$ cat src/design/gbt_pkg.sv
// ----------------------------------------------------------------------------
// gbt_pkg
// shared types and constants of the graph traversal block
// ----------------------------------------------------------------------------
package gbt_pkg;

  localparam int unsigned MaxVertices = 8;
  localparam int unsigned VtxW        = $clog2(MaxVertices);
  localparam int unsigned CntW        = $clog2(MaxVertices + 1);
  localparam int unsigned WeightW     = 20;
  localparam int unsigned VcountW     = 4;

  localparam logic [WeightW-1:0] InfWeight  = WeightW'(1000000);
  localparam logic [CntW-1:0]    ScanFull   = CntW'(MaxVertices);
  localparam logic [VcountW-1:0] VcountMax  = VcountW'(MaxVertices);
  localparam logic [VcountW-1:0] VcountRst  = VcountW'(8);

  typedef enum logic [1:0] {
    CmdClear = 2'd0,
    CmdLoad  = 2'd1,
    CmdBfs   = 2'd2,
    CmdDfs   = 2'd3
  } cmd_e;

  typedef enum logic [1:0] {
    StIdle,
    StScan,
    StDrain
  } walk_state_e;

  // write request to the adjacency store
  typedef struct packed {
    logic               clear;
    logic               load;
    logic [VtxW-1:0]    row;
    logic [VtxW-1:0]    col;
    logic [WeightW-1:0] weight;
  } adj_req_t;

  // start request to the walk sequencer
  typedef struct packed {
    logic            start;
    logic            depth;
    logic [VtxW-1:0] vertex;
  } walk_req_t;

  // one visited vertex on its way out
  typedef struct packed {
    logic            valid;
    logic [VtxW-1:0] vertex;
    logic            last;
  } out_item_t;

endpackage

$ cat src/design/gbt_adj.sv
// ----------------------------------------------------------------------------
// gbt_adj
// adjacency bit matrix with vertex count register and row read port
// ----------------------------------------------------------------------------
module gbt_adj (
  input  logic                                  clk_i,
  input  logic                                  rst_ni,
  input  logic                                  cfg_we_i,
  input  logic [gbt_pkg::VcountW-1:0]           cfg_wdata_i,
  input  gbt_pkg::adj_req_t                     req_i,
  input  logic [gbt_pkg::VtxW-1:0]              rd_row_i,
  output logic [gbt_pkg::MaxVertices-1:0]       rd_data_o
);

  logic [gbt_pkg::MaxVertices-1:0] adj_q [gbt_pkg::MaxVertices];
  logic [gbt_pkg::VcountW-1:0]     vcount_q;
  logic [gbt_pkg::VcountW-1:0]     n_eff;
  logic                            edge_ok;

  // counts above the matrix size saturate
  assign n_eff = (vcount_q > gbt_pkg::VcountMax) ? gbt_pkg::VcountMax : vcount_q;

  assign edge_ok = (gbt_pkg::VcountW'(req_i.row) < n_eff)
                && (gbt_pkg::VcountW'(req_i.col) < n_eff)
                && (req_i.weight != '0)
                && (req_i.weight != gbt_pkg::InfWeight);

  always_ff @(posedge clk_i or negedge rst_ni) begin
    if (!rst_ni) begin
      vcount_q <= gbt_pkg::VcountRst;
    end else if (cfg_we_i) begin
      vcount_q <= cfg_wdata_i;
    end
  end

  always_ff @(posedge clk_i or negedge rst_ni) begin
    if (!rst_ni) begin
      for (int i = 0; i < gbt_pkg::MaxVertices; i++) adj_q[i] <= '0;
    end else if (req_i.clear) begin
      for (int i = 0; i < gbt_pkg::MaxVertices; i++) adj_q[i] <= '0;
    end else if (req_i.load && edge_ok) begin
      adj_q[req_i.row][req_i.col] <= 1'b1;
    end
  end

  assign rd_data_o = adj_q[rd_row_i];

endmodule

$ cat src/design/gbt_walk.sv
// ----------------------------------------------------------------------------
// gbt_walk
// walk sequencer: one neighbour test per cycle, queue or stack, then drain
// ----------------------------------------------------------------------------
module gbt_walk (
  input  logic                              clk_i,
  input  logic                              rst_ni,
  input  gbt_pkg::walk_req_t                req_i,
  output logic                              idle_o,
  output logic [gbt_pkg::VtxW-1:0]          row_sel_o,
  input  logic [gbt_pkg::MaxVertices-1:0]   row_i,
  output gbt_pkg::out_item_t                out_o,
  input  logic                              out_ready_i
);

  localparam int unsigned VtxW = gbt_pkg::VtxW;
  localparam int unsigned CntW = gbt_pkg::CntW;
  localparam int unsigned Nv   = gbt_pkg::MaxVertices;

  gbt_pkg::walk_state_e state_q, state_d;

  logic [Nv-1:0]   visited_q;
  logic [VtxW-1:0] order_q   [Nv];   // visit order, doubles as the fifo
  logic [VtxW-1:0] stk_node_q[Nv];
  logic [CntW-1:0] stk_scan_q[Nv];
  logic [CntW-1:0] cnt_q;
  logic [CntW-1:0] head_q;
  logic [CntW-1:0] out_idx_q;
  logic [CntW-1:0] scan_q;
  logic [VtxW-1:0] sp_q;
  logic [VtxW-1:0] cur_q;
  logic            depth_q;

  logic [VtxW-1:0] col;
  logic            hit;
  logic            scan_done;
  logic [VtxW-1:0] ord_idx;
  logic [VtxW-1:0] ord_rd;
  logic [VtxW-1:0] stk_top;
  logic            walk_done;
  logic            drain_done;

  // shared test unit: edge present and target not yet seen
  assign col       = scan_q[VtxW-1:0] - VtxW'(1);
  assign row_sel_o = cur_q;
  assign hit       = row_i[col] & ~visited_q[col];
  assign scan_done = (scan_q == '0);

  assign ord_idx = (state_q == gbt_pkg::StDrain) ? out_idx_q[VtxW-1:0] : head_q[VtxW-1:0];
  assign ord_rd  = order_q[ord_idx];
  assign stk_top = sp_q - VtxW'(1);

  assign walk_done  = scan_done && (depth_q ? (sp_q == '0) : (head_q == cnt_q));
  assign drain_done = (out_idx_q == cnt_q);

  always_comb begin
    state_d = state_q;
    unique case (state_q)
      gbt_pkg::StIdle:  if (req_i.start) state_d = gbt_pkg::StScan;
      gbt_pkg::StScan:  if (walk_done) state_d = gbt_pkg::StDrain;
      gbt_pkg::StDrain: if (drain_done) state_d = gbt_pkg::StIdle;
      default:          state_d = gbt_pkg::StIdle;
    endcase
  end

  always_comb begin
    idle_o       = 1'b0;
    out_o.valid  = 1'b0;
    out_o.vertex = ord_rd;
    out_o.last   = (out_idx_q == (cnt_q - CntW'(1)));
    unique case (state_q)
      gbt_pkg::StIdle:  idle_o = 1'b1;
      gbt_pkg::StScan:  idle_o = 1'b0;
      gbt_pkg::StDrain: out_o.valid = !drain_done;
      default:          idle_o = 1'b0;
    endcase
  end

  always_ff @(posedge clk_i or negedge rst_ni) begin
    if (!rst_ni) begin
      state_q <= gbt_pkg::StIdle;
    end else begin
      state_q <= state_d;
    end
  end

  // control counters and visited map
  always_ff @(posedge clk_i or negedge rst_ni) begin
    if (!rst_ni) begin
      visited_q <= '0;
      cnt_q     <= '0;
      head_q    <= '0;
      out_idx_q <= '0;
      scan_q    <= '0;
      sp_q      <= '0;
      depth_q   <= 1'b0;
    end else begin
      unique case (state_q)
        gbt_pkg::StIdle: begin
          if (req_i.start) begin
            visited_q <= Nv'(1) << req_i.vertex;
            cnt_q     <= CntW'(1);
            head_q    <= CntW'(1);
            out_idx_q <= '0;
            scan_q    <= gbt_pkg::ScanFull;
            sp_q      <= '0;
            depth_q   <= req_i.depth;
          end
        end
        gbt_pkg::StScan: begin
          if (!scan_done) begin
            if (hit) begin
              visited_q[col] <= 1'b1;
              cnt_q          <= cnt_q + CntW'(1);
            end
            // a depth-first hit descends into a fresh full scan
            if (hit && depth_q) begin
              sp_q   <= sp_q + VtxW'(1);
              scan_q <= gbt_pkg::ScanFull;
            end else begin
              scan_q <= scan_q - CntW'(1);
            end
          end else if (depth_q) begin
            if (sp_q != '0) begin
              sp_q   <= stk_top;
              scan_q <= stk_scan_q[stk_top];
            end
          end else if (head_q != cnt_q) begin
            head_q <= head_q + CntW'(1);
            scan_q <= gbt_pkg::ScanFull;
          end
        end
        gbt_pkg::StDrain: begin
          if (out_ready_i && !drain_done) out_idx_q <= out_idx_q + CntW'(1);
        end
        default: ;
      endcase
    end
  end

  // payload: current vertex, visit order and descent stack
  always_ff @(posedge clk_i) begin
    unique case (state_q)
      gbt_pkg::StIdle: begin
        if (req_i.start) begin
          cur_q      <= req_i.vertex;
          order_q[0] <= req_i.vertex;
        end
      end
      gbt_pkg::StScan: begin
        if (!scan_done) begin
          if (hit) begin
            order_q[cnt_q[VtxW-1:0]] <= col;
            if (depth_q) begin
              stk_node_q[sp_q] <= cur_q;
              stk_scan_q[sp_q] <= scan_q - CntW'(1);
              cur_q            <= col;
            end
          end
        end else if (depth_q) begin
          if (sp_q != '0) cur_q <= stk_node_q[stk_top];
        end else if (head_q != cnt_q) begin
          cur_q <= ord_rd;
        end
      end
      default: ;
    endcase
  end

endmodule

$ cat src/design/graph_bfs_dfs_traversal.sv
// ----------------------------------------------------------------------------
// graph_bfs_dfs_traversal
// adjacency matrix graph with breadth-first and depth-first walks
// ----------------------------------------------------------------------------
// usage
//   input stream: tuser carries the command (clear, load entry, breadth-first
//   walk, depth-first walk), tdata the entry row, column, weight and the
//   walk start vertex. output stream: one item per visited vertex in visit
//   order, tlast on the final vertex of the walk.
//   cfg_we_i writes vertex_count (loads at or beyond it are dropped); write it
//   only while the block is idle.
// timing
//   clear and load items are taken one per cycle, back to back, while the
//   block is idle. a walk holds s_axis_tready low from the cycle after it is
//   taken: the scan loop gives each visited vertex eight single-column tests
//   plus one queue or stack pop, then the visit order drains one vertex per
//   cycle while the receiver keeps up, and the walk returns to idle. the scan
//   rate is set by the one shared neighbour-test unit.
// reset: asynchronous active low: no edges, vertex_count 8, walk idle, output empty.
// stall: a stalled receiver holds the output register and pauses the drain; a
//   new item is taken once the walk is back to idle, even with the last one waiting.
// ----------------------------------------------------------------------------
module graph_bfs_dfs_traversal (
  input  logic        clk_i,
  input  logic        rst_ni,
  // configuration
  input  logic        cfg_we_i,
  input  logic [3:0]  cfg_wdata_i,     // vertex_count
  // input stream
  input  logic        s_axis_tvalid,
  output logic        s_axis_tready,
  input  logic [31:0] s_axis_tdata,    // row[2:0], col[5:3], weight[25:6], start_vertex[28:26]
  input  logic [1:0]  s_axis_tuser,    // command[1:0]
  // output stream
  output logic        m_axis_tvalid,
  input  logic        m_axis_tready,
  output logic [7:0]  m_axis_tdata,    // vertex[2:0]
  output logic        m_axis_tlast     // last
);

  localparam int unsigned VtxW = gbt_pkg::VtxW;

  gbt_pkg::cmd_e       cmd;
  gbt_pkg::adj_req_t   adj_req;
  gbt_pkg::walk_req_t  walk_req;
  gbt_pkg::out_item_t  walk_out;
  logic                s_accept;
  logic                walk_idle;
  logic                out_ready;
  logic [VtxW-1:0]     row_sel;
  logic [gbt_pkg::MaxVertices-1:0] row_data;

  logic                m_valid_q;
  logic [VtxW-1:0]     m_vertex_q;
  logic                m_last_q;

  assign cmd           = gbt_pkg::cmd_e'(s_axis_tuser);
  assign s_axis_tready = walk_idle;
  assign s_accept      = s_axis_tvalid && s_axis_tready;

  // unpack the input item
  always_comb begin
    adj_req.clear   = 1'b0;
    adj_req.load    = 1'b0;
    adj_req.row     = s_axis_tdata[2:0];
    adj_req.col     = s_axis_tdata[5:3];
    adj_req.weight  = s_axis_tdata[25:6];
    walk_req.start  = 1'b0;
    walk_req.depth  = 1'b0;
    walk_req.vertex = s_axis_tdata[28:26];
    if (s_accept) begin
      unique case (cmd)
        gbt_pkg::CmdClear: adj_req.clear = 1'b1;
        gbt_pkg::CmdLoad:  adj_req.load  = 1'b1;
        gbt_pkg::CmdBfs:   walk_req.start = 1'b1;
        gbt_pkg::CmdDfs: begin
          walk_req.start = 1'b1;
          walk_req.depth = 1'b1;
        end
        default: ;
      endcase
    end
  end

  gbt_adj u_adj (
    .clk_i       (clk_i),
    .rst_ni      (rst_ni),
    .cfg_we_i    (cfg_we_i),
    .cfg_wdata_i (cfg_wdata_i),
    .req_i       (adj_req),
    .rd_row_i    (row_sel),
    .rd_data_o   (row_data)
  );

  gbt_walk u_walk (
    .clk_i       (clk_i),
    .rst_ni      (rst_ni),
    .req_i       (walk_req),
    .idle_o      (walk_idle),
    .row_sel_o   (row_sel),
    .row_i       (row_data),
    .out_o       (walk_out),
    .out_ready_i (out_ready)
  );

  // output register: refills when empty or when its item is taken
  assign out_ready = !m_valid_q || m_axis_tready;

  always_ff @(posedge clk_i or negedge rst_ni) begin
    if (!rst_ni) begin
      m_valid_q <= 1'b0;
    end else if (out_ready) begin
      m_valid_q <= walk_out.valid;
    end
  end

  always_ff @(posedge clk_i) begin
    if (out_ready && walk_out.valid) begin
      m_vertex_q <= walk_out.vertex;
      m_last_q   <= walk_out.last;
    end
  end

  assign m_axis_tvalid = m_valid_q;
  assign m_axis_tdata  = {{(8 - VtxW){1'b0}}, m_vertex_q};
  assign m_axis_tlast  = m_last_q;

`ifndef SYNTHESIS
  // a walk item closes the input until the walk has drained
  assert property (@(posedge clk_i) disable iff (!rst_ni)
    (s_accept && s_axis_tuser[1]) |=> !s_axis_tready)
    else $error("input still open after a walk item");

  // after a clear or load item the input stays open
  assert property (@(posedge clk_i) disable iff (!rst_ni)
    (s_accept && !s_axis_tuser[1]) |=> s_axis_tready)
    else $error("input closed after a clear or load item");

  // a waiting output item holds still until it is taken
  assert property (@(posedge clk_i) disable iff (!rst_ni)
    (m_axis_tvalid && !m_axis_tready) |=>
      (m_axis_tvalid && $stable(m_axis_tdata) && $stable(m_axis_tlast)))
    else $error("output item changed while stalled");
`endif

endmodule

$ cat config.mk
export PLATFORM = sky130hd
export DESIGN_NAME = graph_bfs_dfs_traversal
export DESIGN_NICKNAME = d
export VERILOG_FILES = /design/src/design/gbt_pkg.sv /design/src/design/gbt_adj.sv /design/src/design/gbt_walk.sv /design/src/design/graph_bfs_dfs_traversal.sv
export SDC_FILE = /design/constraint.sdc
export NUM_CORES = 1
export LEC_CHECK = 0
export BUFFER_PORTS_ARGS = -buffer_cell sky130_fd_sc_hd__buf_2
export CELL_PAD_IN_SITES_DETAIL_PLACEMENT = 0
export CELL_PAD_IN_SITES_GLOBAL_PLACEMENT = 1
export CORE_UTILIZATION = 35
export DETAILED_ROUTE_END_ITERATION = 10
export GPL_ROUTABILITY_DRIVEN = 0
export PLACE_DENSITY_LB_ADDON = 0.1
export SLEW_MARGIN = 20
export SYNTH_ARGS = -nofsm -noshare
export SYNTH_HDL_FRONTEND = slang
export SYNTH_SLANG_ARGS = --single-unit
$ cat constraint.sdc
create_clock -name clk_i -period 3.3 [get_ports clk_i]
set_input_delay 0.33 -clock clk_i [delete_from_list [all_inputs] [get_ports clk_i]]
set_output_delay 0.33 -clock clk_i [all_outputs]
set_load 0.01 [all_outputs]
# ---- Word-level counts from Yosys, hierarchy flattened
# Memory sizes are Yosys's and may differ from the RTL's.
# Cells that the tools add are included.
dict set report totals {
  out_inout_bits 11
  latchBits 0
  ramBits 80
  ff_bits 106
  mem_bits_ro 0
  wordCells 191
  n_memories 3
  input_bits 43
}
dict set report classes {
  n_lt_le_gt_ge 10
  add_sub_neg 8
  mul 0
  shift 1
  n_eq_ne 27
  n_div 0
  bitwise 6
  reduce_logical 34
  n_mux 81
}
# memory depth word_bits read_ports rd_ports_with_merged_regs wr line
set memory_table {}
lappend memory_table {u_walk.stk_scan_q 8 4 1 0 1 gbt_walk.sv:25} ;# logic [CntW-1:0] stk_scan_q[Nv];
lappend memory_table {u_walk.order_q 8 3 1 0 1 gbt_walk.sv:23} ;# logic [VtxW-1:0] order_q [Nv];
lappend memory_table {u_walk.stk_node_q 8 3 1 0 1 gbt_walk.sv:24} ;# logic [VtxW-1:0] stk_node_q[Nv];
# op n
set ops {}
lappend ops {{$mux W64} 2}
lappend ops {{$or A64 B64 Y64} 1}
lappend ops {{$mux W4} 15}
lappend ops {{$mux W8} 6}
lappend ops {{$mux W3} 15}
lappend ops {{$pmux W4 S2} 4}
lappend ops {{$bmux W8 S3} 1}
lappend ops {{$demux W8 S3} 1}
lappend ops {{$mux W1} 24}
lappend ops {{$ne A20 B20 Y1 const B} 1}
lappend ops {{$reduce_bool A20 Y1} 1}
lappend ops {{$pmux W8 S2} 1}
lappend ops {{$add A4 B1 Y4 const B} 3}
lappend ops {{$eq A4 B4 Y1} 3}
lappend ops {{$logic_and A1 B1 Y1} 12}
lappend ops {{$ne A2 B1 Y1 const B} 6}
lappend ops {{$ne A3 B1 Y1 const B} 4}
lappend ops {{$pmux W3 S2} 2}
lappend ops {{$mux W2} 5}
lappend ops {{$reduce_and A5 Y1} 2}
lappend ops {{$ge A4 B4 Y1 const B} 2}
lappend ops {{$lt A3 B4 Y1} 2}
lappend ops {{$lt A3 B4 Y1 const B} 2}
lappend ops {{$not A3 Y4} 2}
lappend ops {{34 further kinds} 50}

# ---- Longest topological paths before layout
dict set report depth {
  depth_word 13
  ltp_mapped 14
  ltp_nobuf 11
}

# ---- Cells and area by module
# From an unflattened synthesis, not the netlist that was laid out.
dict set report hier_totals {
  hier_cells 797
  hier_area_um2 9704.3
}
# module n_inst cells_each area_each_um2 seq_area_each_um2
set modules_own_cells {}
lappend modules_own_cells {gbt_walk 1 411 5550.3 3243.1}
lappend modules_own_cells {gbt_adj 1 365 3910.0 1702.9}
lappend modules_own_cells {graph_bfs_dfs_traversal 1 21 244.0 145.1}

# ---- Worst setup path before layout
# OpenSTA, ideal clock, no wires.
dict set report synth_timing {
  kind {reg2reg}
  start {register u_walk.scan_q[0]}
  end {memory u_walk.stk_node_q[4][0] in the netlist's numbering (enable)}
  n_path_buf 2
  path_stages_with_launch 12
  period_less_slack_ps 3539
  path_slack_ps -239
  t_arrival_ps 3159
  required_time_ps 2920
  path_cell_list {dfrtp_1 buf_2 clkinv_1 ha_1 inv_1 mux4_2 mux2i_1 nand3_1 nor2_2 buf_4 nand3_1 nor3_1}
}
dict set report synth_between {
  elab_chain_cells 9
}
# item line
set synth_rtl {}
lappend synth_rtl {{start, declared} gbt_walk.sv:29} ;# logic [CntW-1:0] scan_q;
lappend synth_rtl {{start signal, assigned} gbt_walk.sv:105} ;# scan_q <= gbt_pkg::ScanFull;
lappend synth_rtl {{start signal, assigned} gbt_walk.sv:119} ;# scan_q <= gbt_pkg::ScanFull;
lappend synth_rtl {{start signal, assigned} gbt_walk.sv:121} ;# scan_q <= scan_q - CntW'(1);
lappend synth_rtl {{$sub A3 B1 Y3 *} gbt_walk.sv:44} ;# assign col = scan_q[VtxW-1:0] - VtxW'(1);
lappend synth_rtl {{via u_walk.col[0]} gbt_walk.sv:34} ;# logic [VtxW-1:0] col;
lappend synth_rtl {{$bmux W1 S3} gbt_walk.sv:46} ;# assign hit = row_i[col] & ~visited_q[col];
lappend synth_rtl {{$mux W1 (not written as such)} gbt_walk.sv:46}
lappend synth_rtl {{$not A1 Y1} gbt_walk.sv:46}
lappend synth_rtl {{$and A1 B1 Y1 *} gbt_walk.sv:46}
lappend synth_rtl {{$mux W1 *} gbt_walk.sv:152} ;# if (hit) begin
lappend synth_rtl {{$mux W1 *} gbt_walk.sv:151} ;# if (!scan_done) begin
lappend synth_rtl {{$mux W1 *} gbt_walk.sv:143} ;# unique case (state_q)
lappend synth_rtl {{$mux W1 (not written as such) *} gbt_walk.sv:155} ;# stk_node_q[sp_q] <= cur_q;
lappend synth_rtl {{end, declared} gbt_walk.sv:24}
# Mark *: on every way through the listed nets, which the timed path passes. The rest lies on a longest branch. The select of a mux whose other input is x is not followed.

# ---- Worst setup path in the final report
dict set report layout_timing {
  start {register u_walk.scan_q[0]}
  end {memory u_walk.stk_scan_q[4][0] in the netlist's numbering (enable)}
}
dict set report layout_between {
  elab_chain_cells 9
}
# item line
set layout_rtl {}
lappend layout_rtl {{$sub A3 B1 Y3 *} gbt_walk.sv:44}
lappend layout_rtl {{via u_walk.col[0]} gbt_walk.sv:34}
lappend layout_rtl {{$bmux W1 S3} gbt_walk.sv:46}
lappend layout_rtl {{$mux W1 (not written as such)} gbt_walk.sv:46}
lappend layout_rtl {{$not A1 Y1} gbt_walk.sv:46}
lappend layout_rtl {{$and A1 B1 Y1 *} gbt_walk.sv:46}
lappend layout_rtl {{$mux W1 *} gbt_walk.sv:152}
lappend layout_rtl {{$mux W1 *} gbt_walk.sv:151}
lappend layout_rtl {{$mux W1 *} gbt_walk.sv:143}
lappend layout_rtl {{$mux W1 (not written as such) *} gbt_walk.sv:156} ;# stk_scan_q[sp_q] <= scan_q - CntW'(1);
lappend layout_rtl {{end, declared} gbt_walk.sv:25}
# Marks and branches as above.

==> reports/summary.txt <==
largest area contributor in the netlist = edfxtp_1
pwr/cell area = 811 nW/um^2
Static Leak = 4.15 nW
max_cap viols = 0
Synth Instances = 723
min Tclk post-route = 3.05 ns
largest net degree at the start of global routing = 65
Layout Nets = 841
Worst Clk Skew = 0.0128 ns
Crit path largest cell delay = 0.35 ns
Site Rows = 57
hpwl dp = 14,800 microns
# port buffers = 45
ys flop type = dfrtp_1
chip width = 160 microns
htree depth = 4
share of cells above drive strength 1 = 23.2%
r2r startpoint = u_walk.scan_q[0]$_DFFE_PN0P_
Tot GR Track Use = 18.3%
cells on worst reg2reg path = 12
Remaining Overflow, GRT = 0
Die Y = 160 microns
FILL cells = 2,353
Clock Latency Late Sink = 0.44 ns
Cell variety after synth = 63
Buf/Inv on CP = 4
clock sinks = 186
total wire length = 22,000 microns
ANT nets after route = 0
Yosys warning count = 0
CTS Buf Count = 17
most frequent cells in the layout = 98 x dfrtp_1, 93 x a21oi_1, 93 x nor2_1, 87 x edfxtp_1, 44 x buf_2
WHS = 0.123 ns
top cells by area, synth = edfxtp_1 30%, dfrtp_1 28%, mux4_2 7.7%
reg2reg end = u_walk.stk_scan_q[4][0]$_DFFE_PP_
post-place instance area = 9550 sq um
Cell Count Post-Placement = 1,090
worst-path maximum fanout = 9
final setup fails = 0
ys async rst share = 53.2%
worst endpoint required time = 3.44 ns
Largest delay share family, worst path = simple AND/OR/NAND/NOR gates
Inserted Diodes = 0
Post-Syn Area = 8770 sq um
Layout area overhead = 15.9%
hold path cells = 2
R2R Setup Slk = 0.25 ns
PnR worst setup slack = 0.251 ns
vias in the first global route = 6,248
via count = 5,912
Setup crit end kind = flop
slew margin rel. = 35.5%
initial core utilization = 35.8%
1st-pass router iterations = 5
Final Max Slew Viols = 0
Worst path depth = 12
EDFF count, synth = 87
DRC = 0
crit path cell chain = clkinv_1, ha_1, xnor2_1, inv_1, buf_4, mux4_2, mux2i_1, nand3_1, nor2_4, nand3_1, nor3_2, buf_4
final core occ = 41.5%
Root Driver = clkbuf_16
Iteration-0 DRC Markers = 418
commonest non-fill, non-tap cell in the layout = dfrtp_1
die area = 25,700 sq um
Hold Path End = u_adj.vcount_q[3]$_DFFE_PN1P_
Final Hold Viols = 0
Critical Path Slowest Stage Cell = dfrtp_1
Top Ports = 54
HP Class = in -> reg
Vias/cell = 5.26
TritonCTS clock tree = yes
post-synth top area share = 29.8%
Max IR drop VDD = 0.420 mV
beginning of the worst hold path = cfg_wdata_i[3]
fin area = 10,200 sq um
#FFs+latches synth = 186
register area share after synthesis = 58.1%
post-synthesis average cell area = 12.1 sq um
final cell count without fillers = 1,123
RSZ-0062 raised after global routing = false
dpl ws = 0.0630 ns
wire length of the first global-routing pass = 35,600 microns
WS Path Type = reg -> reg
worst-margin pin slew = 0.966 ns
final worst-path cycle share = 92.4%
WL per Instance = 19.6 microns
Clk pin slew, worst setup/hold paths = 0.08 ns
fmax = 328 MHz
initial antenna violation count = 0
Crit path arrival time = 3.19 ns
Clock Path Buffers = 2
CORE AREA = 24,500 sq um
CP Launch Type = flop
status = finished clean
-- what timing repair did --
item                                    in CTS  in global routing
endpoints found under the setup margin       0                104
buffers inserted                             0                  0
endpoints found under the hold margin       47                  0
gates resized for setup                      0                  6
hold buffers                                 1                  0
-- stage by stage --
| step | power, W | setup TNS (ns) |
|---|---|---|
| finish | 0.00824 | 0 |
| global route | 0.00876 | 0 |
| CTS | 0.00832 | 0 |
| detailed placement | 0.00629 | 0 |
| global placement | 0.00625 | 0 |
| floorplan | 0.00522 | -3.81 |
-- cells in the mapped netlist, types with 2 or more instances --
library cell and n:
dfrtp_1 98, nor2_1 96, a21oi_1 94, edfxtp_1 87
nand2_1 38, mux4_2 30, clkbuf_1 26, mux2i_1 24
nand3_1 17, nor3_1 17, inv_1 15, o21ai_0 14
xnor2_1 13, buf_2 12, ha_1 12, mux2_2 11
buf_4 8, nand4_1 8, a31oi_1 7, and3_1 6
nand2b_1 6, nor2b_1 6, nor3b_1 6, xor2_1 6
nor4_1 4, o21ai_1 4, o22ai_1 4, o31ai_1 4
a21o_1 3, a22oi_1 3, and3b_1 3, nor3b_2 3
a221oi_1 2, buf_6 2, mux4_1 2, o221a_2 2
or2_2 2, or3_1 2, or3b_2 2
-- where the power goes --
part / leakage [nW] / switching [W] / internal [W] / total [W]
clock network: 0.280 / 0.000975 / 0.00102 / 0.00200
logic: 1.77 / 0.00184 / 0.00127 / 0.00311
registers: 2.11 / 0.000252 / 0.00288 / 0.00313
-- logic make-up (layout without fill, tap and decap cells) --
group / count (synthesis) / after routing / share of synthesized area (%)
AOI/OAI and AO/OA: 151 / 151 / 10.2
other: 1 / 5 / 0.0428
muxes: 67 / 67 / 12.5
buffers and inverters: 65 / 137 / 3.48
and+or+nand+nor: 222 / 222 / 12.2
xor gates and xnor gates: 19 / 19 / 1.90
adders and majority gates: 12 / 12 / 1.71
DFF: 186 / 186 / 58.1
-- layer usage --
layer	GRT usage (%)	wire, microns	vias up
met5	0	0	-
met4	6.36	421	0
li1	-	-	2781
met3	2.68	602	35
met2	31.0	10900	118
met1	24.0	10100	2978
-- how the worst max path moves through the flow --
stage,startpoint,to
2_1_floorplan,u_walk.scan_q[0]$_DFFE_PN0P_,u_walk.stk_node_q[0][0]$_DFFE_PP_
3_3_place_gp,u_walk.scan_q[0]$_DFFE_PN0P_,u_walk.stk_node_q[4][2]$_DFFE_PP_
3_5_place_dp,u_walk.scan_q[0]$_DFFE_PN0P_,u_walk.order_q[4][0]$_DFFE_PP_
4_1_cts,u_walk.scan_q[0]$_DFFE_PN0P_,u_walk.order_q[6][0]$_DFFE_PP_
5_1_grt,u_walk.scan_q[0]$_DFFE_PN0P_,u_walk.stk_node_q[6][0]$_DFFE_PP_
6_report,u_walk.scan_q[0]$_DFFE_PN0P_,u_walk.stk_scan_q[4][0]$_DFFE_PP_
-- state kept, by name (all words and copies together) (netlist names), 4 cells and up --
name               cells
u_walk.head_q          4
u_walk.cnt_q           4
u_adj.adj_q           64
u_walk.order_q        24
u_adj.vcount_q         4
u_walk.out_idx_q       4
u_walk.stk_scan_q     32
u_walk.scan_q          4
u_walk.visited_q       8
u_walk.stk_node_q     24
-- area by class of cell --
type / count / area [sq um] / area share (%)
Sequential cell: 186 / 5090 / 50.1
Multi-Input combinational cell: 476 / 3430 / 33.8
Inverter: 16 / 60.1 / 0.591
Tap cell: 324 / 405 / 3.99
Clock inverter: 13 / 131 / 1.29
Clock buffer: 19 / 443 / 4.36
Timing Repair Buffer: 89 / 598 / 5.89
Note: power is estimated with default switching activity, not from simulation.
